<file path="config.mk">
export PLATFORM = sky130hd
export DESIGN_NAME = dns_a_response_parser_flat
export DESIGN_NICKNAME = d
export VERILOG_FILES = /design/src/rtl/dnsa_pkg.sv /design/src/rtl/dnsa_if.sv /design/src/rtl/dns_a_response_parser.sv /design/src/flat_wrapper.sv
export SDC_FILE = /design/constraint.sdc
export NUM_CORES = 1
export LEC_CHECK = 0
export BUFFER_PORTS_ARGS = -buffer_cell sky130_fd_sc_hd__buf_4
export CORE_MARGIN = 5
export CORE_UTILIZATION = 45
export CTS_BUF_LIST = sky130_fd_sc_hd__clkbuf_16
export DETAILED_ROUTE_END_ITERATION = 8
export SLEW_MARGIN = 20
export SYNTH_ARGS = -nofsm -noshare
export SYNTH_HDL_FRONTEND = slang
export SYNTH_SLANG_ARGS = --single-unit
</file>
<file path="constraint.sdc">
create_clock -name clk -period 7.6 [get_ports clk]
set_clock_uncertainty 0.05 [all_clocks]
set_input_delay 0 -clock clk [delete_from_list [all_inputs] [get_ports clk]]
set_output_delay 0 -clock clk [all_outputs]
set_load 0.01 [all_outputs]
</file>
<file path="src/rtl/dnsa_pkg.sv">
package dnsa_pkg;

  // Frame limits
  localparam int unsigned MIN_FRAME_BYTES = 64;
  localparam int unsigned MAX_FRAME_BYTES = 2048;
  localparam int unsigned QUESTION_LIMIT  = 300;
  localparam int unsigned POS_W           = $clog2(MAX_FRAME_BYTES);
  // Walk can run one label (up to 256 bytes) past the limit, then 5 more
  localparam int unsigned LABEL_W         = $clog2(QUESTION_LIMIT + 261);

  // Header field values
  localparam logic [15:0] ETHERTYPE_IPV4 = 16'h0800;
  localparam logic [7:0]  PROTO_UDP      = 8'd17;
  localparam logic [7:0]  POINTER_BYTE   = 8'hC0;
  localparam logic [3:0]  MIN_IHL_WORDS  = 4'd5;

  // Register reset values
  localparam logic [15:0] TXID_RESET        = 16'd8721;
  localparam logic [31:0] SERVER_ADDR_RESET = 32'd167772675;
  localparam logic [15:0] CLIENT_PORT_RESET = 16'd43210;
  localparam logic [15:0] SERVER_PORT_RESET = 16'd53;

  typedef enum logic [1:0] {
    REG_EXPECTED_TXID  = 2'd0,
    REG_SERVER_ADDRESS = 2'd1,
    REG_CLIENT_PORT    = 2'd2,
    REG_SERVER_PORT    = 2'd3
  } reg_index_t;

  typedef enum logic [2:0] {
    ST_RESOLVED    = 3'd0,
    ST_IGNORED     = 3'd1,
    ST_NO_ANSWER   = 3'd2,
    ST_NOT_POINTER = 3'd3,
    ST_NOT_A       = 3'd4
  } status_t;

endpackage

</file>
<file path="src/rtl/dnsa_if.sv">
interface dnsa_byte_if;
  logic       valid;
  logic       ready;
  logic [7:0] rx_byte;
  logic       frame_last;

  modport source (output valid, output rx_byte, output frame_last, input ready);
  modport sink   (input valid, input rx_byte, input frame_last, output ready);
endinterface

interface dnsa_verdict_if;
  logic        valid;
  logic        ready;
  logic [2:0]  status;
  logic [31:0] resolved_address;

  modport source (output valid, output status, output resolved_address, input ready);
  modport sink   (input valid, input status, input resolved_address, output ready);
endinterface

</file>
<file path="src/rtl/dns_a_response_parser.sv">
// Channel   Dir  Payload                          Item
// rx        in   rx_byte[7:0], frame_last         one frame byte
// verdict   out  status[2:0], resolved_address    one verdict per frame
// cfg       in   cfg_we, cfg_index[1:0], cfg_data one register write
//
// Throughput is one byte per cycle while no verdict stall applies; each byte
// passes the input register, and its frame's verdict goes to the output register.
// The parse is a single pass of position compares against the byte counter.
// rst is synchronous, active high; it restores register defaults and clears
// the frame state. A verdict waiting on verdict.ready holds the following
// frame's last byte in the input register, and the input with it; the
// earlier bytes of that frame keep flowing.
module dns_a_response_parser (
  input  logic                   clk,
  input  logic                   rst,
  dnsa_byte_if.sink              rx,
  dnsa_verdict_if.source         verdict,
  input  logic                   cfg_we,
  input  dnsa_pkg::reg_index_t   cfg_index,
  input  logic [31:0]            cfg_data
);
  import dnsa_pkg::*;

  // Configuration registers
  logic [15:0] expected_txid;
  logic [31:0] server_address;
  logic [15:0] client_port;
  logic [15:0] server_port;

  always_ff @(posedge clk) begin
    if (rst) begin
      expected_txid  <= TXID_RESET;
      server_address <= SERVER_ADDR_RESET;
      client_port    <= CLIENT_PORT_RESET;
      server_port    <= SERVER_PORT_RESET;
    end else if (cfg_we) begin
      unique case (cfg_index)
        REG_EXPECTED_TXID:  expected_txid  <= cfg_data[15:0];
        REG_SERVER_ADDRESS: server_address <= cfg_data;
        REG_CLIENT_PORT:    client_port    <= cfg_data[15:0];
        REG_SERVER_PORT:    server_port    <= cfg_data[15:0];
        default: ;
      endcase
    end
  end

  // Input register
  logic       s1_valid;
  logic [7:0] s1_byte;
  logic       s1_last;
  logic       s1_advance;

  // Output register
  logic        out_valid;
  status_t     out_status;
  logic [31:0] out_addr;

  // A last byte may only move on when the output register is free
  assign s1_advance = s1_valid && (!s1_last || !out_valid || verdict.ready);
  assign rx.ready   = !s1_valid || s1_advance;

  always_ff @(posedge clk) begin
    if (rst) begin
      s1_valid <= 1'b0;
    end else if (rx.ready) begin
      s1_valid <= rx.valid;
    end
  end

  always_ff @(posedge clk) begin
    if (rx.ready && rx.valid) begin
      s1_byte <= rx.rx_byte;
      s1_last <= rx.frame_last;
    end
  end

  // Per-frame parse state
  logic [POS_W-1:0]   byte_position, byte_position_next;
  logic [5:0]         header_bytes, header_bytes_next;
  logic               frame_rejected, frame_rejected_next;
  status_t            verdict_code, verdict_code_next;
  logic [LABEL_W-1:0] next_label_position, next_label_position_next;
  logic [LABEL_W-1:0] answer_position, answer_position_next;
  logic [7:0]         prev_byte;
  logic               type_ok, type_ok_next;
  logic               class_ok, class_ok_next;
  logic [31:0]        address_accumulator, address_accumulator_next;

  logic [15:0]        field;      // previous byte and this one, big endian
  logic [6:0]         dns_start;  // offset of the DNS header in the frame
  logic [POS_W-1:0]   udp_src_end, udp_dst_end, rel;
  logic [LABEL_W-1:0] label_q, label_nq;
  logic [POS_W-1:0]   ans;
  logic [7:0]         addr_byte;
  status_t            final_status;

  always_comb begin
    field       = {prev_byte, s1_byte};
    dns_start   = 7'd22 + 7'(header_bytes);
    udp_src_end = POS_W'(dns_start) - POS_W'(7);
    udp_dst_end = POS_W'(dns_start) - POS_W'(5);
    rel         = byte_position - POS_W'(dns_start);
    label_q     = next_label_position + LABEL_W'(12);
    label_nq    = label_q + LABEL_W'(s1_byte) + LABEL_W'(1);
    ans         = POS_W'(answer_position);

    unique case (byte_position[1:0])
      2'b10:   addr_byte = server_address[31:24];
      2'b11:   addr_byte = server_address[23:16];
      2'b00:   addr_byte = server_address[15:8];
      default: addr_byte = server_address[7:0];
    endcase

    header_bytes_next        = header_bytes;
    frame_rejected_next      = frame_rejected;
    verdict_code_next        = verdict_code;
    next_label_position_next = next_label_position;
    answer_position_next     = answer_position;
    type_ok_next             = type_ok;
    class_ok_next            = class_ok;
    address_accumulator_next = address_accumulator;

    // Once rejected or decided, later bytes are don't-care
    if (!frame_rejected && verdict_code == ST_IGNORED) begin
      if (byte_position == POS_W'(13)) begin
        if (field != ETHERTYPE_IPV4) frame_rejected_next = 1'b1;
      end else if (byte_position == POS_W'(14)) begin
        header_bytes_next = {s1_byte[3:0], 2'b00};
        if (s1_byte[3:0] < MIN_IHL_WORDS) frame_rejected_next = 1'b1;
      end else if (byte_position < POS_W'(14)) begin
      end else if (byte_position == POS_W'(23)) begin
        if (s1_byte != PROTO_UDP) frame_rejected_next = 1'b1;
      end else if (byte_position >= POS_W'(26) && byte_position <= POS_W'(29)) begin
        if (addr_byte != s1_byte) frame_rejected_next = 1'b1;
      end else if (byte_position == udp_src_end) begin
        if (field != server_port) frame_rejected_next = 1'b1;
      end else if (byte_position == udp_dst_end) begin
        if (field != client_port) frame_rejected_next = 1'b1;
      end else if (byte_position < POS_W'(dns_start)) begin
      end else if (rel == POS_W'(1)) begin
        if (field != expected_txid) frame_rejected_next = 1'b1;
      end else if (rel == POS_W'(7)) begin
        if (field == 16'd0) verdict_code_next = ST_NO_ANSWER;
      end else if (answer_position == '0) begin
        // Question label walk
        if (rel == POS_W'(label_q)) begin
          if (s1_byte == 8'd0) begin
            answer_position_next = label_q + LABEL_W'(5);
          end else if (label_nq >= LABEL_W'(QUESTION_LIMIT)) begin
            answer_position_next = label_nq + LABEL_W'(5);
          end else begin
            next_label_position_next = label_nq - LABEL_W'(12);
          end
        end
      end else begin
        if (rel == ans) begin
          if (s1_byte != POINTER_BYTE) verdict_code_next = ST_NOT_POINTER;
        end else if (rel == ans + POS_W'(3)) begin
          type_ok_next = (field == 16'd1);
        end else if (rel == ans + POS_W'(5)) begin
          class_ok_next = (field == 16'd1);
        end else if (rel == ans + POS_W'(11)) begin
          if (!(type_ok && class_ok && field == 16'd4)) verdict_code_next = ST_NOT_A;
        end else if (rel >= ans + POS_W'(12) && rel <= ans + POS_W'(15)) begin
          address_accumulator_next = {address_accumulator[23:0], s1_byte};
          if (rel == ans + POS_W'(15)) verdict_code_next = ST_RESOLVED;
        end
      end
    end

    if (frame_rejected_next || byte_position < POS_W'(MIN_FRAME_BYTES - 1)) begin
      final_status = ST_IGNORED;
    end else begin
      final_status = verdict_code_next;
    end

    // Position holds at the top; an oversize frame is dropped
    byte_position_next = byte_position;
    if (byte_position >= POS_W'(MAX_FRAME_BYTES - 1)) begin
      frame_rejected_next = 1'b1;
    end else begin
      byte_position_next = byte_position + POS_W'(1);
    end
  end

  always_ff @(posedge clk) begin
    if (rst || (s1_advance && s1_last)) begin
      byte_position       <= '0;
      header_bytes        <= '0;
      frame_rejected      <= 1'b0;
      verdict_code        <= ST_IGNORED;
      next_label_position <= '0;
      answer_position     <= '0;
      prev_byte           <= '0;
      type_ok             <= 1'b0;
      class_ok            <= 1'b0;
      address_accumulator <= '0;
    end else if (s1_advance) begin
      byte_position       <= byte_position_next;
      header_bytes        <= header_bytes_next;
      frame_rejected      <= frame_rejected_next;
      verdict_code        <= verdict_code_next;
      next_label_position <= next_label_position_next;
      answer_position     <= answer_position_next;
      prev_byte           <= s1_byte;
      type_ok             <= type_ok_next;
      class_ok            <= class_ok_next;
      address_accumulator <= address_accumulator_next;
    end
  end

  // Verdict register
  always_ff @(posedge clk) begin
    if (rst) begin
      out_valid <= 1'b0;
    end else if (s1_advance && s1_last) begin
      out_valid <= 1'b1;
    end else if (verdict.ready) begin
      out_valid <= 1'b0;
    end
  end

  always_ff @(posedge clk) begin
    if (s1_advance && s1_last) begin
      out_status <= final_status;
      out_addr   <= (final_status == ST_RESOLVED) ? address_accumulator_next : 32'd0;
    end
  end

  assign verdict.valid            = out_valid;
  assign verdict.status           = out_status;
  assign verdict.resolved_address = out_addr;

  // Checks
  a_addr_zero: assert property (@(posedge clk) disable iff (rst)
    out_valid && out_status != ST_RESOLVED |-> out_addr == 32'd0)
    else $error("address not zero on unresolved verdict");

  a_frame_clear: assert property (@(posedge clk) disable iff (rst)
    s1_advance && s1_last |=> byte_position == '0 && verdict_code == ST_IGNORED)
    else $error("frame state not cleared after last byte");

  a_verdict_held: assert property (@(posedge clk) disable iff (rst)
    out_valid && !verdict.ready |=> out_valid && $stable(out_status) && $stable(out_addr))
    else $error("pending verdict lost");

  a_stage_hold: assert property (@(posedge clk) disable iff (rst)
    s1_valid && !s1_advance |=> s1_valid && $stable(s1_byte) && $stable(s1_last))
    else $error("stalled byte lost");

  a_no_overwrite: assert property (@(posedge clk) disable iff (rst)
    out_valid && !verdict.ready |-> !(s1_advance && s1_last))
    else $error("verdict overwritten");

endmodule

</file>
<file path="src/flat_wrapper.sv">
// flat-port wrapper written by rule: the top's interface ports become plain ports
module dns_a_response_parser_flat import dnsa_pkg::*;
  (clk, rst, cfg_we, cfg_index, cfg_data, rx_valid, rx_rx_byte, rx_frame_last, rx_ready, verdict_valid, verdict_status, verdict_resolved_address, verdict_ready);
  dnsa_byte_if rx_i ();
  dnsa_verdict_if verdict_i ();
  input  logic clk;
  input  logic rst;
  input  logic cfg_we;
  input  dnsa_pkg::reg_index_t cfg_index;
  input  logic [31:0] cfg_data;
  input wire logic [$bits(rx_i.valid)-1:0] rx_valid;
  input wire logic [$bits(rx_i.rx_byte)-1:0] rx_rx_byte;
  input wire logic [$bits(rx_i.frame_last)-1:0] rx_frame_last;
  output wire logic [$bits(rx_i.ready)-1:0] rx_ready;
  output wire logic [$bits(verdict_i.valid)-1:0] verdict_valid;
  output wire logic [$bits(verdict_i.status)-1:0] verdict_status;
  output wire logic [$bits(verdict_i.resolved_address)-1:0] verdict_resolved_address;
  input wire logic [$bits(verdict_i.ready)-1:0] verdict_ready;
  assign rx_i.valid = rx_valid;
  assign rx_i.rx_byte = rx_rx_byte;
  assign rx_i.frame_last = rx_frame_last;
  assign rx_ready = rx_i.ready;
  assign verdict_valid = verdict_i.valid;
  assign verdict_status = verdict_i.status;
  assign verdict_resolved_address = verdict_i.resolved_address;
  assign verdict_i.ready = verdict_ready;
  dns_a_response_parser u_core (.clk(clk), .rst(rst), .rx(rx_i), .verdict(verdict_i), .cfg_we(cfg_we), .cfg_index(cfg_index), .cfg_data(cfg_data));
endmodule
</file>
==> results_dict.tcl <==
set metrics [dict create \
    final_wl_um 36800 \
    grt_pass1_wl_um 58000 \
    final_hold_viol_count 9 \
    synth.net_count 1630 \
    ys_warn_count 0 \
    coreArea_um2 27900 \
    min_period_over_period 0.738 \
    worst_slew_pin_slew_ns 1.10 \
    antenna_left 0 \
    wl_per_cell_um 18.4 \
    outcome "finished with violations" \
    fin_setup_tns_ns 0 \
    final.min_clock_period_ns 5.61 \
    buffer_ports.inserted 84 \
    clock_latency_ns 0.54 \
    achievable-frequency_ghz 0.178 \
    failing_checks "negative hold slack" \
    critPathKind "reg2reg" \
    avgViaCountPerCell 5.54 \
    fin_area_um2 14800 \
    cp_data_required_time_ns 7.79 \
    setup-violations-final 0 \
    synth-edff-count 44 \
    syn-mean-instance-area_um2 8.35 \
    unrepaired_setup_endpoints_after_global_routing "no" \
    critPathMaxFanout 32 \
    layout_overhead_on_the_synthesized_area_pct 15.7 \
    num_io_pins 85 \
    stdcell_count 2003 \
    cts.repair.resized 0 \
    initial_core_util 0.458 \
    route.detailed.drc 0 \
    syn-cell-area_um2 12800 \
    postSynth.topFlopCell "dfxtp_1" \
    grt_max_degree 85 \
    max_cap_violations 0 \
    place_area_um2 13500 \
    finish.utilization 0.530 \
    report.final.slew_viol_count 0 \
    fp-row-count 61 \
    max-clock-path-buffers 3 \
    routed-via-count 11100 \
    number_of_antenna_violations_at_the_first_check_in_global_routing 0 \
    setup.worst_path.start_class "register" \
    drtPass1Iterations 5 \
    global_route_usage_over_all_layers 0.227 \
    fp.dieW_um 179 \
    last_weighted_congestion_value_of_the_routability_driven_placer 0.904 \
    cts_inserted_buffers 24 \
    placed_cells 1903 \
    whs_ns -0.0134 \
    power-per-cell-area_nw_per_um2 168 \
    ys_ff_latch 207 \
    globalRoute.totalOverflow 0 \
    n_antenna_cell 0 \
    cts.root.buffer_cell "clkbuf_16" \
    htree_levels 1 \
    post_synth_inst_count 1533 \
    min-delay-path-class "in2reg" \
    timing.critical_path.to_type "register" \
    number_of_sinks_driven_by_the_clock_tree 207 \
    grt_pass1_vias 10500 \
    arrival_ns 5.80 \
    tritoncts "done" \
    power.ir.vdd_worst_uv 156 \
    worst_path_max_delay_cell "and3_2" \
    finish.net_count 1704 \
    cts.reportedPaths.clkPinSlew_ns 0.06 \
    power.leakage_nw 5.58 \
    fp.dieH_um 179 \
    synth_async_sr_flop_share 0 \
    dr.first_iter.drc_count 866 \
    die_area_um2 31900 \
    yosysSeqAreaShare 0.358 \
    drive_above_1_share 0.108 \
    path_cells "inv_1, fa_1, nand2b_1, a21o_1, maj3_1, o21ai_0, nand2_1, ha_1, a21o_1, maj3_1, a21oi_1, a2bb2oi_1, and3_2, mux2i_1, nor2_1" \
    max_stage_delay_ns 0.87 \
    post-dp-hpwl_um 25900 \
    slew_headroom 0.255 \
    post_synth_num_cell_types 90 \
]
sequential cells by signal, summed over array words and instances, names as in the netlist:
signal                           flops
u_core.address_accumulator          32
u_core.frame_rejected                1
u_core.prev_byte                     8
u_core.type_ok                       1
u_core.s1_last                       1
u_core.next_label_position          10
u_core.answer_position              10
u_core.verdict.status                3
u_core.s1_valid                      1
u_core.expected_txid                16
u_core.byte_position                11
u_core.class_ok                      1
u_core.server_port                  16
u_core.header_bytes                  4
u_core.verdict.resolved_address     32
u_core.client_port                  16
u_core.server_address               32
u_core.s1_byte                       8
u_core.verdict_code                  3
u_core.verdict.valid                 1
synthesized netlist by cell type, types with 9 or more instances:
master / number / area [µm²]
a21o_1: 9 / 67.6
a21oi_1: 116 / 581
a31oi_1: 9 / 56.3
buf_6: 13 / 146
clkbuf_1: 71 / 267
dfxtp_1: 163 / 3260
edfxtp_1: 44 / 1320
ha_1: 47 / 588
inv_1: 37 / 139
mux2i_1: 53 / 531
nand2_1: 265 / 995
nand3_1: 59 / 295
nand3b_1: 24 / 180
nand4_1: 10 / 62.6
nor2_1: 134 / 503
nor2b_1: 9 / 56.3
nor3_1: 29 / 145
nor4_1: 33 / 206
o21a_1: 15 / 113
o21ai_0: 28 / 140
o21ai_1: 33 / 165
or2_2: 12 / 75.1
or3_1: 9 / 56.3
xnor2_1: 64 / 561
xor2_1: 79 / 692
where the power goes:
group          switching [mW]  internal [mW]
Sequential             0.0294           1.14
Combinational           0.122         0.0913
Clock                   0.473          0.632
per-stage QoR:
stage	setup WS, ns	total power [mW]
after detailed placement	2.06	1.39
after global routing	1.55	2.58
final	1.99	2.49
after CTS	1.98	2.51
after global placement	2.14	1.39
after floorplan	2.96	1.31
worst paths after layout:
| path | start | end | slack, ns | depth (start not counted) |
|---|---|---|---|---|
| worst max-delay path | u_core.byte_position[1]$_SDFFE_PP0P_ | u_core.verdict.resolved_address[1]$_SDFFCE_PP0P_ | 1.99 | 15 |
| worst min-delay path | cfg_we | u_core.client_port[4]$_SDFFE_PP0P_ | -0.01 | 5 |
| worst max register to register | u_core.byte_position[1]$_SDFFE_PP0P_ | u_core.verdict.resolved_address[1]$_SDFFCE_PP0P_ | 1.99 | 15 |
| worst min register to register | u_core.address_accumulator[30]$_SDFFE_PP0P_ | u_core.address_accumulator[30]$_SDFFE_PP0P_ | 0.40 | 2 |
placed cells by master (no fill, tap or decap), types with 6 or more instances in the layout:
| cell type | netlist | final |
|---|---|---|
| nand2_1 | 265 | 265 |
| dfxtp_1 | 163 | 163 |
| nor2_1 | 134 | 131 |
| a21oi_1 | 116 | 116 |
| buf_4 | 1 | 90 |
| xor2_1 | 79 | 79 |
| xnor2_1 | 64 | 64 |
| nand3_1 | 59 | 59 |
| dlygate4sd3_1 | 0 | 56 |
| mux2i_1 | 53 | 53 |
| ha_1 | 47 | 47 |
| edfxtp_1 | 44 | 44 |
| inv_1 | 37 | 43 |
| nor4_1 | 33 | 33 |
| o21ai_1 | 33 | 33 |
| o21ai_0 | 28 | 28 |
| nor3_1 | 29 | 28 |
| clkbuf_16 | 0 | 25 |
| nand3b_1 | 24 | 24 |
| o21a_1 | 15 | 15 |
| or2_2 | 12 | 12 |
| nand4_1 | 10 | 10 |
| nor2b_1 | 9 | 9 |
| a21o_1 | 9 | 9 |
| or3_1 | 9 | 9 |
| a31oi_1 | 9 | 8 |
| a222oi_1 | 8 | 8 |
| a211oi_1 | 7 | 7 |
| or4_1 | 7 | 7 |
| and2_1 | 7 | 7 |
| clkinv_1 | 2 | 6 |
| xnor3_1 | 6 | 6 |
final cells by class:
class                      count  area [µm²]
clock buffer                  25         626
clock inverter                19         126
fill                        2671       13100
inverter                      39         146
multi-input combinational   1189        7620
sequential                   207        4580
tap                          378         473
timing repair buffer         146        1240
critical path, delay by kind of cell, from the launching register on:
| family | cells | cell delay (ns) |
|---|---|---|
| adder cells (fa/ha/maj) | 4 | 1.49 |
| AND/OR/NAND/NOR | 4 | 1.37 |
| AO/OA/AOI/OAI | 5 | 1.21 |
| flip-flops | 1 | 0.62 |
| multiplexers | 1 | 0.30 |
| buffers and inverters | 1 | 0.27 |
cells by family (layout without fill, tap and decap cells):
kind of cell	Yosys count	after routing	synth area share
compound gates	289	289	0.147
simple gates	635	635	0.233
mux	56	56	0.0441
buf+inv	137	229	0.0486
xor+xnor	153	153	0.114
flops	207	207	0.358
fa+ha+maj	56	56	0.0549
routing by layer:
metal / track usage / wire length, µm / vias to the layer above
li1: - / - / 5511
met1: 0.320 / 17100 / 5222
met2: 0.365 / 16700 / 296
met3: 0.0269 / 1720 / 77
met4: 0.0691 / 1220 / 0
met5: 0 / 0 / -
timing repair:
action | 4_1_cts | 5_1_grt
hold buffers | 56 | 0
endpoints found under the hold margin | 100 | 0
setup buffers | 0 | 0
(Power assumes the default switching activity.)
